--- src/rtl/core/atis_pkg.sv ---
// Shared types and constants for the packed-list core.
// Payload structs, operation and status codes, controller/datapath command and status.
`default_nettype none

package atis_pkg;

  localparam int KIND_W  = 3;
  localparam int POS_W   = 5;
  localparam int VAL_W   = 32;
  localparam int STAT_W  = 2;
  localparam int FOUND_W = 4;
  localparam int LEN_W   = 5;
  localparam int SUM_W   = 36;
  localparam int CAP_W   = 5;

  localparam logic [CAP_W-1:0] CAP_RESET = 5'd10;

  localparam logic [KIND_W-1:0] KIND_INSERT = 3'd0;
  localparam logic [KIND_W-1:0] KIND_DELETE = 3'd1;
  localparam logic [KIND_W-1:0] KIND_SEARCH = 3'd2;
  localparam logic [KIND_W-1:0] KIND_GET    = 3'd3;
  localparam logic [KIND_W-1:0] KIND_SET    = 3'd4;

  localparam logic [STAT_W-1:0] ST_DONE   = 2'd0;
  localparam logic [STAT_W-1:0] ST_REJECT = 2'd1;
  localparam logic [STAT_W-1:0] ST_MISS   = 2'd2;

  typedef struct packed {
    logic [KIND_W-1:0]       kind;
    logic [POS_W-1:0]        position;
    logic signed [VAL_W-1:0] operand_value;
  } atis_in_t;

  typedef struct packed {
    logic [STAT_W-1:0]       status;
    logic signed [VAL_W-1:0] result_value;
    logic [FOUND_W-1:0]      found_position;
    logic [LEN_W-1:0]        list_length;
    logic signed [SUM_W-1:0] total;
  } atis_out_t;

  // Controller to datapath commands.
  typedef struct packed {
    logic load;        // latch the request, set up pointer and move count
    logic rd;          // read entry at pointer, step pointer
    logic mv;          // write last read entry one slot over
    logic put;         // write operand at request position
    logic grab;        // capture read entry as result value
    logic hit;         // record search match position
    logic miss;        // mark search miss
    logic done;        // mark success
    logic commit_ins;  // grow list, add operand to sum
    logic commit_del;  // shrink list, subtract read entry from sum
    logic commit_set;  // replace read entry by operand in sum
    logic emit;        // load the output register
  } atis_cmd_t;

  // Datapath to controller.
  typedef struct packed {
    logic [KIND_W-1:0] kind;
    logic              ins_ok;
    logic              idx_ok;
    logic              rem_zero;
    logic              match;
  } atis_stat_t;

endpackage

`default_nettype wire

--- src/rtl/core/array_table_insert_delete_search_core.sv ---
// Packed list of up to min(capacity, DEPTH) signed 32-bit entries with insert, delete,
// search, get and set; every result carries the list length and the exact running sum.
// Entries live in a one-read, one-write memory and insert, delete and search move or
// compare one entry per cycle through it. An item is loaded and checked, then reads the
// stored entries it moves or scans (one for get and set, none for a rejected request or
// a search of an empty list); an insert or set then writes its operand, and the result is emitted.
// A result that cannot leave the output register holds the next one in its last cycle.
// One request is in flight at a time; a new request is taken while the previous result
// still waits in the output register.
// Depends on atis_pkg, atis_ctrl and atis_dp.
`default_nettype none

module array_table_insert_delete_search_core
  import atis_pkg::*;
#(
  parameter int DEPTH = 16
) (
  input  wire logic             clk,
  input  wire logic             rst,
  input  wire logic             cfg_wr_en,
  input  wire logic [CAP_W-1:0] cfg_wr_data,
  input  wire logic             in_valid,
  output logic                  in_ready,
  input  wire atis_in_t         in_data,
  output logic                  out_valid,
  input  wire logic             out_ready,
  output atis_out_t             out_data
);

  atis_cmd_t  cmd;
  atis_stat_t stat;

  atis_ctrl u_ctrl (
    .clk       (clk),
    .rst       (rst),
    .in_valid  (in_valid),
    .in_ready  (in_ready),
    .out_valid (out_valid),
    .out_ready (out_ready),
    .stat      (stat),
    .cmd       (cmd)
  );

  atis_dp #(
    .DEPTH (DEPTH)
  ) u_dp (
    .clk         (clk),
    .rst         (rst),
    .cfg_wr_en   (cfg_wr_en),
    .cfg_wr_data (cfg_wr_data),
    .in_data     (in_data),
    .cmd         (cmd),
    .stat        (stat),
    .out_data    (out_data)
  );

endmodule

`default_nettype wire

--- src/rtl/core/atis_dp.sv ---
// Datapath of the packed-list core: entry memory, length, running sum, result registers.
// Depends on atis_pkg; driven by commands from atis_ctrl.
`default_nettype none

module atis_dp
  import atis_pkg::*;
#(
  parameter int DEPTH = 16
) (
  input  wire logic             clk,
  input  wire logic             rst,
  input  wire logic             cfg_wr_en,
  input  wire logic [CAP_W-1:0] cfg_wr_data,
  input  wire atis_in_t         in_data,
  input  wire atis_cmd_t        cmd,
  output atis_stat_t            stat,
  output atis_out_t             out_data
);

  localparam int AW   = (DEPTH > 1) ? $clog2(DEPTH) : 1;
  localparam int CW   = $clog2(DEPTH + 1);
  localparam int CMPW = (CW > POS_W) ? CW : POS_W;

  logic signed [VAL_W-1:0] mem [DEPTH];

  logic [CAP_W-1:0]        capacity;
  logic [CW-1:0]           count;
  logic signed [SUM_W-1:0] run_sum;

  logic [KIND_W-1:0]       kind_q;
  logic [POS_W-1:0]        pos_q;
  logic signed [VAL_W-1:0] key_q;
  logic [CW-1:0]           ptr;
  logic [CW-1:0]           laddr;
  logic [CW-1:0]           rem;
  logic signed [VAL_W-1:0] rdata;

  logic [STAT_W-1:0]       res_status;
  logic signed [VAL_W-1:0] res_value;
  logic [FOUND_W-1:0]      res_found;

  logic [CW-1:0]           in_pos;
  logic [CW-1:0]           laddr_inc;
  logic [CW-1:0]           laddr_dec;
  logic [AW-1:0]           mv_idx;
  logic [AW-1:0]           put_idx;
  logic [CMPW-1:0]         count_x;
  logic [CMPW-1:0]         cap_x;
  logic [CMPW-1:0]         pos_x;
  logic signed [SUM_W-1:0] key_x;
  logic signed [SUM_W-1:0] rdata_x;

  assign in_pos    = CW'(in_data.position);
  assign laddr_inc = laddr + CW'(1);
  assign laddr_dec = laddr - CW'(1);
  // Insert moves entries up, delete moves them down.
  assign mv_idx    = (kind_q == KIND_INSERT) ? laddr_inc[AW-1:0] : laddr_dec[AW-1:0];
  assign put_idx   = AW'(pos_q);

  assign count_x = CMPW'(count);
  assign cap_x   = CMPW'(capacity);
  assign pos_x   = CMPW'(pos_q);
  assign key_x   = {{(SUM_W-VAL_W){key_q[VAL_W-1]}}, key_q};
  assign rdata_x = {{(SUM_W-VAL_W){rdata[VAL_W-1]}}, rdata};

  assign stat.kind     = kind_q;
  assign stat.ins_ok   = (count_x < cap_x) && (count < CW'(DEPTH)) && (pos_x <= count_x);
  assign stat.idx_ok   = pos_x < count_x;
  assign stat.rem_zero = rem == '0;
  assign stat.match    = rdata == key_q;

  always_ff @(posedge clk) begin
    if (cmd.mv) begin
      mem[mv_idx] <= rdata;
    end else if (cmd.put) begin
      mem[put_idx] <= key_q;
    end
    if (cmd.rd) begin
      rdata <= mem[ptr[AW-1:0]];
    end
  end

  always_ff @(posedge clk) begin
    if (cmd.load) begin
      kind_q <= in_data.kind;
      pos_q  <= in_data.position;
      key_q  <= in_data.operand_value;
      unique case (in_data.kind)
        KIND_INSERT: begin
          ptr <= count - CW'(1);
          rem <= count - in_pos;
        end
        KIND_DELETE: begin
          ptr <= in_pos;
          rem <= count - in_pos;
        end
        KIND_SEARCH: begin
          ptr <= '0;
          rem <= count;
        end
        default: begin
          ptr <= in_pos;
          rem <= CW'(1);
        end
      endcase
    end else if (cmd.rd) begin
      laddr <= ptr;
      rem   <= rem - CW'(1);
      ptr   <= (kind_q == KIND_INSERT) ? ptr - CW'(1) : ptr + CW'(1);
    end
  end

  always_ff @(posedge clk) begin
    if (cmd.load) begin
      res_status <= ST_REJECT;
      res_value  <= '0;
      res_found  <= '0;
    end else begin
      if (cmd.done || cmd.commit_ins || cmd.commit_del || cmd.commit_set) begin
        res_status <= ST_DONE;
      end
      if (cmd.miss) begin
        res_status <= ST_MISS;
      end
      if (cmd.hit) begin
        res_status <= ST_DONE;
        res_found  <= FOUND_W'(laddr);
      end
      if (cmd.grab) begin
        res_value <= rdata;
      end
    end
  end

  always_ff @(posedge clk) begin
    if (rst) begin
      capacity <= CAP_RESET;
      count    <= '0;
      run_sum  <= '0;
    end else begin
      if (cfg_wr_en) begin
        capacity <= cfg_wr_data;
      end
      if (cmd.commit_ins) begin
        count   <= count + CW'(1);
        run_sum <= run_sum + key_x;
      end else if (cmd.commit_del) begin
        count   <= count - CW'(1);
        run_sum <= run_sum - rdata_x;
      end else if (cmd.commit_set) begin
        run_sum <= run_sum + key_x - rdata_x;
      end
    end
  end

  always_ff @(posedge clk) begin
    if (cmd.emit) begin
      out_data.status         <= res_status;
      out_data.result_value   <= res_value;
      out_data.found_position <= res_found;
      out_data.list_length    <= LEN_W'(count);
      out_data.total          <= run_sum;
    end
  end

endmodule

`default_nettype wire

--- src/rtl/core/atis_ctrl.sv ---
// Controller of the packed-list core: sequences shifts, scans and result hand-off.
// Depends on atis_pkg; commands atis_dp and owns the channel handshakes.
`default_nettype none

module atis_ctrl
  import atis_pkg::*;
(
  input  wire logic       clk,
  input  wire logic       rst,
  input  wire logic       in_valid,
  output logic            in_ready,
  output logic            out_valid,
  input  wire logic       out_ready,
  input  wire atis_stat_t stat,
  output atis_cmd_t       cmd
);

  typedef enum logic [3:0] {
    S_IDLE,
    S_CHECK,
    S_INS_MOVE,
    S_INS_PUT,
    S_DEL_FIRST,
    S_DEL_MOVE,
    S_SRCH,
    S_GET_TAKE,
    S_SET_WR,
    S_FIN
  } state_t;

  state_t state;
  state_t state_next;
  logic   out_free;

  assign in_ready = state == S_IDLE;
  assign out_free = !out_valid || out_ready;

  always_comb begin
    cmd        = '0;
    state_next = state;
    unique case (state)
      S_IDLE: begin
        if (in_valid) begin
          cmd.load   = 1'b1;
          state_next = S_CHECK;
        end
      end
      S_CHECK: begin
        state_next = S_FIN;
        unique case (stat.kind)
          KIND_INSERT: begin
            if (stat.ins_ok) begin
              if (stat.rem_zero) begin
                state_next = S_INS_PUT;
              end else begin
                cmd.rd     = 1'b1;
                state_next = S_INS_MOVE;
              end
            end
          end
          KIND_DELETE: begin
            if (stat.idx_ok) begin
              cmd.rd     = 1'b1;
              state_next = S_DEL_FIRST;
            end
          end
          KIND_SEARCH: begin
            if (stat.rem_zero) begin
              cmd.miss = 1'b1;
            end else begin
              cmd.rd     = 1'b1;
              state_next = S_SRCH;
            end
          end
          KIND_GET: begin
            if (stat.idx_ok) begin
              cmd.rd     = 1'b1;
              state_next = S_GET_TAKE;
            end
          end
          KIND_SET: begin
            if (stat.idx_ok) begin
              cmd.rd     = 1'b1;
              state_next = S_SET_WR;
            end
          end
          default: begin
            state_next = S_FIN;
          end
        endcase
      end
      S_INS_MOVE: begin
        cmd.mv = 1'b1;
        if (stat.rem_zero) begin
          state_next = S_INS_PUT;
        end else begin
          cmd.rd = 1'b1;
        end
      end
      S_INS_PUT: begin
        cmd.put        = 1'b1;
        cmd.commit_ins = 1'b1;
        state_next     = S_FIN;
      end
      S_DEL_FIRST: begin
        // Read data holds the removed entry; any later entries still to move down.
        cmd.grab       = 1'b1;
        cmd.commit_del = 1'b1;
        if (stat.rem_zero) begin
          state_next = S_FIN;
        end else begin
          cmd.rd     = 1'b1;
          state_next = S_DEL_MOVE;
        end
      end
      S_DEL_MOVE: begin
        cmd.mv = 1'b1;
        if (stat.rem_zero) begin
          state_next = S_FIN;
        end else begin
          cmd.rd = 1'b1;
        end
      end
      S_SRCH: begin
        if (stat.match) begin
          cmd.hit    = 1'b1;
          state_next = S_FIN;
        end else if (stat.rem_zero) begin
          cmd.miss   = 1'b1;
          state_next = S_FIN;
        end else begin
          cmd.rd = 1'b1;
        end
      end
      S_GET_TAKE: begin
        cmd.grab   = 1'b1;
        cmd.done   = 1'b1;
        state_next = S_FIN;
      end
      S_SET_WR: begin
        cmd.put        = 1'b1;
        cmd.commit_set = 1'b1;
        state_next     = S_FIN;
      end
      S_FIN: begin
        // Hold until the previous transaction has left the output register.
        if (out_free) begin
          cmd.emit   = 1'b1;
          state_next = S_IDLE;
        end
      end
      default: begin
        state_next = S_IDLE;
      end
    endcase
  end

  always_ff @(posedge clk) begin
    if (rst) begin
      state     <= S_IDLE;
      out_valid <= 1'b0;
    end else begin
      state <= state_next;
      if (cmd.emit) begin
        out_valid <= 1'b1;
      end else if (out_ready) begin
        out_valid <= 1'b0;
      end
    end
  end

endmodule

`default_nettype wire
--- config.mk ---
export PLATFORM = sky130hd
export DESIGN_NAME = array_table_insert_delete_search_core
export DESIGN_NICKNAME = d
export VERILOG_FILES = /design/src/rtl/core/atis_pkg.sv /design/src/rtl/core/array_table_insert_delete_search_core.sv /design/src/rtl/core/atis_dp.sv /design/src/rtl/core/atis_ctrl.sv
export SDC_FILE = /design/constraint.sdc
export NUM_CORES = 1
export LEC_CHECK = 0
export BUFFER_PORTS_ARGS = -buffer_cell sky130_fd_sc_hd__buf_4
export CAP_MARGIN = 10
export CELL_PAD_IN_SITES_DETAIL_PLACEMENT = 0
export CELL_PAD_IN_SITES_GLOBAL_PLACEMENT = 2
export CORE_UTILIZATION = 49
export CTS_CLUSTER_DIAMETER = 40
export DETAILED_ROUTE_END_ITERATION = 12
export HOLD_SLACK_MARGIN = 0.12
export PLACE_DENSITY_LB_ADDON = 0.1
export SLEW_MARGIN = 20
export SYNTH_ARGS = -nofsm -noshare
export SYNTH_HDL_FRONTEND = slang
export SYNTH_SLANG_ARGS = --single-unit
--- constraint.sdc ---
create_clock -name clk -period 8.1 [get_ports clk]
set_input_delay 1.215 -clock clk [delete_from_list [all_inputs] [get_ports clk]]
set_output_delay 1.215 -clock clk [all_outputs]
set_load 0.02 [all_outputs]
* Word level (Yosys, flattened, before mapping)
Memory sizes are Yosys's and may differ from the RTL's. A register that Yosys moved wholly into a read port is not among the register bits.
Index checks and enable logic that the tools add are counted.
** Storage, ports and cells
- Bits of input ports :: 50
- Memories kept :: 1
- Register bits after elaboration :: 222
- Bits in writable memories :: 512
- Word-level logic and storage cells :: 147
** Memory list
- u_dp.mem :: words 16, bits a word 32, rd ports 1, clocked after memory_dff 1, wr ports 1, line atis_dp.sv:24 : logic signed [VAL_W-1:0] mem [DEPTH];
** Operators by class
- Equality and inequality tests :: 19
- Bitwise operators :: 1
- Reduce and logical (&&, ||, !) cells :: 28
- Add/sub/neg operators :: 11
- Magnitude comparators :: 4
- Multiplexer cells :: 63
** Operators by type and width (number)
- 2-to-1 mux 36 bit :: 3
- subtractor 36 x 32 -> 36 bit :: 2
- 2-to-1 mux 4 bit :: 12
- adder 36 x 32 -> 36 bit :: 1
- 2-to-1 mux 5 bit :: 7
- == test 32 bit :: 1
- 2-to-1 mux 32 bit :: 1
- case mux 4 bit (8 select lines) :: 1
- OR reduction 32 bit :: 1
- 2-to-1 mux 1 bit :: 31
- case mux 4 bit (5 select lines) :: 1
- case mux 5 bit (2 select lines) :: 2
- == test 4 x 3 -> 1 bit, second input constant :: 4
- subtractor 5 x 1 -> 5 bit, second input constant :: 3
- adder 5 x 1 -> 5 bit, second input constant :: 2
- < comparator 5 bit :: 2
- OR reduction 2 bit :: 5
- == test 3 x 2 -> 1 bit, second input constant :: 3
- OR reduction 3 bit :: 3
- == test 4 x 2 -> 1 bit, second input constant :: 2
- == test 4 bit, second input constant :: 2
- nonzero test 2 bit :: 4
- == test 3 x 1 -> 1 bit, second input constant :: 2
- zero test 3 bit :: 2
- 21 further kinds :: 29

* Depth between registers and ports, before layout
- Word-level depth :: 8
- Mapped depth :: 22

* By module
Synthesis repeated with hierarchy kept, for this count alone.
** Second synthesis, totals
- Cells, all modules :: 2209
- Area, all modules :: 33853.7 sq um
** By module, submodules not included
- atis_dp :: seq. area each 21981.1 sq um, instances 1, cells an instance 2118, area an instance 33241.9 sq um
- atis_ctrl :: seq. area each 100.1 sq um, instances 1, cells an instance 91, area an instance 611.8 sq um

* Worst setup path before layout
No wires, ideal clock.
- Kind :: in2reg
- Start point :: input port out_ready
- End point :: register u_dp.out_data[0] (netlist name)
- Slack :: 2705 ps
- Setup time :: 525 ps
- Stages :: 2
- Arrival :: 4870 ps
- Cell sequence :: nand2b_1 nor2b_1
** RTL lines
- start: declaration :: line array_table_insert_delete_search_core.sv:26 : input wire logic out_ready,

* Worst setup path after layout
- Start point :: register u_dp.key_q[9]
- End point :: register u_dp.run_sum[32]
** Between the ends
- Cells in the longest elaborated chain, start to end :: 5
** Ends and longest elaborated chain
- start: declaration :: line atis_dp.sv:32 : logic signed [VAL_W-1:0] key_q;
- start signal: assignment :: line atis_dp.sv:87 : key_q <= in_data.operand_value;
- adder 36 x 32 -> 36 bit (*) :: line atis_dp.sv:146, atis_dp.sv:151
- subtractor 36 x 32 -> 36 bit :: line atis_dp.sv:151 : run_sum <= run_sum + key_x - rdata_x;
- 2-to-1 mux 36 bit :: line atis_dp.sv:150 : end else if (cmd.commit_set) begin
- 2-to-1 mux 36 bit :: line atis_dp.sv:147 : end else if (cmd.commit_del) begin
- 2-to-1 mux 36 bit (*) :: line atis_dp.sv:144 : if (cmd.commit_ins) begin
- end signal: assignment :: line atis_dp.sv:146 : run_sum <= run_sum + key_x;
- end signal: assignment :: line atis_dp.sv:149 : run_sum <= run_sum - rdata_x;
- end signal: assignment :: line atis_dp.sv:151
- end: declaration :: line atis_dp.sv:28 : logic signed [SUM_W-1:0] run_sum;
Every way passes the cells marked *; elsewhere a longest branch is shown, timed or not. The select of a mux whose other input is x is not followed.
A chain may end at the register's enable or synchronous reset.

==> impl_summary.log <==
[metrics] first-pass detailed-route iteration total: 7
[metrics] number of remaining DRC errors: 0
[metrics] Critical-path top delay cell: or4_4
[metrics] class of the most critical setup path: reg -> reg
[metrics] Crit Path Max Fanout: 6
[metrics] final number of setup-violating endpoints: 0
[metrics] max incr delay on CP: 0.47 ns
[metrics] CTS sink count: 765
[metrics] Worst Setup End Kind: flip-flop
[metrics] post_cts resized: 0
[metrics] Rel. slew slack: 0.295
[metrics] clock tree from TritonCTS: built
[metrics] transition time of the tightest slew-check pin: 1.06 ns
[metrics] Total Nets Final: 2617
[metrics] gate count after technology mapping: 2273
[metrics] CTS H-Tree Depth: 3
[metrics] power density relative to cell area: 415 nW/um^2
[metrics] yosys synthesis warning count: 0
[metrics] initial cell density of the core: 0.499
[metrics] Iteration-0 DRC Markers: 1590
[metrics] largest clock skew in the final design: 0.0514 ns
[metrics] Max Root-Sink Buffers: 3
[metrics] leakage power: 13.9 nW
[metrics] Overflow after GRT: 0
[metrics] overall routing resource usage: 0.261
[metrics] Data arrival, critical path: 6.00 ns
[metrics] die span in x: 265 um
[metrics] Synth Area per Inst: 14.9 um^2
[metrics] initial antenna violation count: 3
[metrics] Worst path top cell family by delay: compound AO/OA/AOI/OAI gates
[metrics] fmax: 182 MHz
[metrics] final count of hold timing violations: 0
[metrics] cell area after layout: 39900 um^2
[metrics] RePlAce Congestion: 0.929
[metrics] worst min-delay path class: reg -> reg
[metrics] unrepaired setup endpoints after global routing: false
[metrics] count of fill cells added during filler insertion: 5243
[metrics] CTS hold repair buffers: 0
[metrics] Post-Syn Nets: 2418
[metrics] # port buffers: 130
[metrics] number of ports placed on the die boundary: 131
[metrics] routed length per instance: 26.2 um
[metrics] crit share post-route: 0.678
[metrics] Buffers & Inverters on Critical Path: 0
[metrics] top flip-flop cell by instance count after synthesis: edfxtp_1
[metrics] post-CTS clock slew at the launch and capture registers of the worst setup and hold paths: 0.06 ns
[metrics] outcome: completed
[metrics] share of layout cells above drive strength 1: 0.234
[metrics] final core area utilization: 0.589
[metrics] count of state elements after synthesis: 765
[metrics] root buffer cell: clkbuf_16
[metrics] number of standard-cell rows in the floorplan: 95
[metrics] Total Power: 16.6 mW
[metrics] Die Footprint: 70000 um^2
[metrics] area of placed instances: 36100 um^2
[metrics] Post-Route WL: 90100 um
[metrics] latest clock arrival within the worst-skew pair: 0.69 ns
[metrics] reg2reg setup slack: 2.60 ns
[metrics] area added between synthesis and finish: 18.0%
[metrics] summed instance area of the synthesized netlist: 33800 um^2
[metrics] CP most frequent cell: o21ai_0
[metrics] Seq/Total Area, Yosys: 0.653
[metrics] Post-DRT Antenna Nets: 0
[metrics] Post-synth ARST share: 0
[metrics] CP cell instances: ha_1 > a21oi_1 > o21ai_0 > or4_4 > a2111oi_4 > a21boi_2 > a221o_2 > xnor2_1 > o21ai_0 > ha_1 > a21o_1 > a211oi_1 > o21ai_0 > a221o_1 > a31oi_2 > o31ai_1 > and4b_1 > nor4_1 > nor3_1
[metrics] post-route minimum period: 5.50 ns
[metrics] vias in the first global route: 20391
[metrics] pin count of the biggest net entering global routing: 132
[metrics] number of slew-limit violations in the final report: 0
[metrics] Maximum Capacitance Violations: 0
[metrics] routed vias/inst: 5.96
[metrics] detailed placement HPWL: 56100 um
[metrics] Peak VDD IR: 0.293 mV
[metrics] sort of element at the start of the critical path: flip-flop
[metrics] number of synthesized flops with an enable pin: 676
[metrics] most common cell after layout, fill and taps aside: edfxtp_1
[metrics] die boundary height: 265 um
[metrics] total negative slack for setup checks: 0 ns
[metrics] highest-count cells in the layout ignoring fill and taps: edfxtp_1 (676), nand2_1 (214), buf_4 (193)
[metrics] overall via count from detail_route: 20505
[metrics] Antenna Cells: 0
[metrics] count of distinct cell types in the synthesized netlist: 85
[metrics] wire length of the first global-routing pass: 133000 um
[metrics] cts bufs inserted: 108
[metrics] core footprint: 67800 um^2
[metrics] post-CTS setup repair buffer count: 0
[metrics] data required time at the worst endpoint: 8.61 ns
## registers in the layout (all words and copies together), names as in the netlist
signal / count
u_dp.run_sum: 36
u_dp.out_data: 79
u_dp.rdata: 32
u_dp.cap_x: 5
u_dp.laddr: 4
u_dp.pos_q: 5
u_dp.res_value: 32
u_ctrl.state: 4
u_dp.rem: 5
u_dp.mem: 512
u_ctrl.out_valid: 1
u_dp.res_status: 2
u_dp.count: 5
u_dp.res_found: 4
u_dp.kind_q: 3
u_dp.ptr: 4
u_dp.key_q: 32
## cells by family after synthesis
logic type	share of synthesized area
AOI/OAI and AO/OA	0.0863
buffers and inverters	0.0208
xor gates and xnor gates	0.0285
muxes	0.111
adders and majority gates	0.0363
DFF	0.653
and+or+nand+nor	0.0638
## through the flow
step	std cells	worst slack, ns	hold WS [ns]
after floorplan	2273	2.70	0.408
after global placement	3235	2.61	0.418
after detailed placement	3235	2.62	0.413
after CTS	3439	2.59	0.414
after global routing	3439	2.24	0.442
final	3439	2.60	0.412
## cells in the mapped netlist, types with 5 or more instances
cell | number | share of area
edfxtp_1 | 676 | 0.60
nand2_1 | 214 | 0.024
mux4_2 | 160 | 0.11
a21oi_1 | 146 | 0.022
nor2_1 | 140 | 0.016
o21ai_0 | 129 | 0.019
ha_1 | 90 | 0.033
dfxtp_1 | 89 | 0.053
clkbuf_1 | 87 | 0.0097
inv_1 | 77 | 0.0086
xor2_1 | 64 | 0.017
xnor2_1 | 44 | 0.011
nor3_1 | 28 | 0.0041
a21o_1 | 25 | 0.0056
nand3_1 | 20 | 0.0030
a211oi_1 | 18 | 0.0040
buf_1 | 15 | 0.0017
mux2i_1 | 14 | 0.0041
o211ai_1 | 14 | 0.0031
nor4_1 | 13 | 0.0024
o21bai_1 | 13 | 0.0029
a31oi_1 | 12 | 0.0022
nand2b_1 | 12 | 0.0022
or3_1 | 11 | 0.0020
nor2b_1 | 10 | 0.0019
o21a_1 | 10 | 0.0022
a221oi_1 | 7 | 0.0018
and2_1 | 7 | 0.0013
o22ai_1 | 7 | 0.0013
o31ai_1 | 7 | 0.0016
nand3b_1 | 6 | 0.0013
nand4_1 | 6 | 0.0011
and3_1 | 5 | 0.00093
fa_1 | 5 | 0.0030
or2_2 | 5 | 0.00093
## per-layer routing
layer / part of all wire / track usage / up-vias
met5: 0 / 0 / -
met4: 0.023 / 0.0702 / 0
met3: 0.057 / 0.0363 / 152
met2: 0.48 / 0.422 / 682
met1: 0.44 / 0.372 / 10452
li1: - / - / 9219
## final timing paths
path | from | to | depth (start not counted)
max reg2reg | u_dp.key_q[9] | u_dp.run_sum[32] | 19
max | u_dp.key_q[9] | u_dp.run_sum[32] | 19
min | u_dp.res_value[12] | u_dp.out_data[57] | 0
min reg2reg | u_dp.res_value[12] | u_dp.out_data[57] | 0
## worst register-to-register path, cell delays in order (launching register included)
cell and delay [ns]:
edfxtp_1 0.44, ha_1 0.40, a21oi_1 0.24, o21ai_0 0.17, or4_4 0.47, a2111oi_4 0.33, a21boi_2 0.13, a221o_2 0.38
xnor2_1 0.15, o21ai_0 0.24, ha_1 0.35, a21o_1 0.20, a211oi_1 0.28, o21ai_0 0.14, a221o_1 0.37, a31oi_2 0.31
o31ai_1 0.20, and4b_1 0.23, nor4_1 0.23, nor3_1 0.09
## where the power goes
group | switching, mW | leakage [nW] | internal, mW
Sequential | 0.326 | 6.86 | 5.17
Clock | 1.83 | 1.77 | 2.96
Combinational | 3.78 | 5.26 | 2.49
Total | 5.94 | 13.9 | 10.6
## area by class of cell
cell class | count | area, um^2 | share of cell area
Clock buffer | 126 | 2840 | 0.0712
Inverter | 78 | 294 | 0.00737
Multi-Input combinational cell | 1324 | 11200 | 0.280
Tap cell | 873 | 1090 | 0.0274
Sequential cell | 765 | 22100 | 0.553
Clock inverter | 78 | 926 | 0.0232
Timing Repair Buffer | 195 | 1490 | 0.0373
Power figures use the tool's default switching activity.
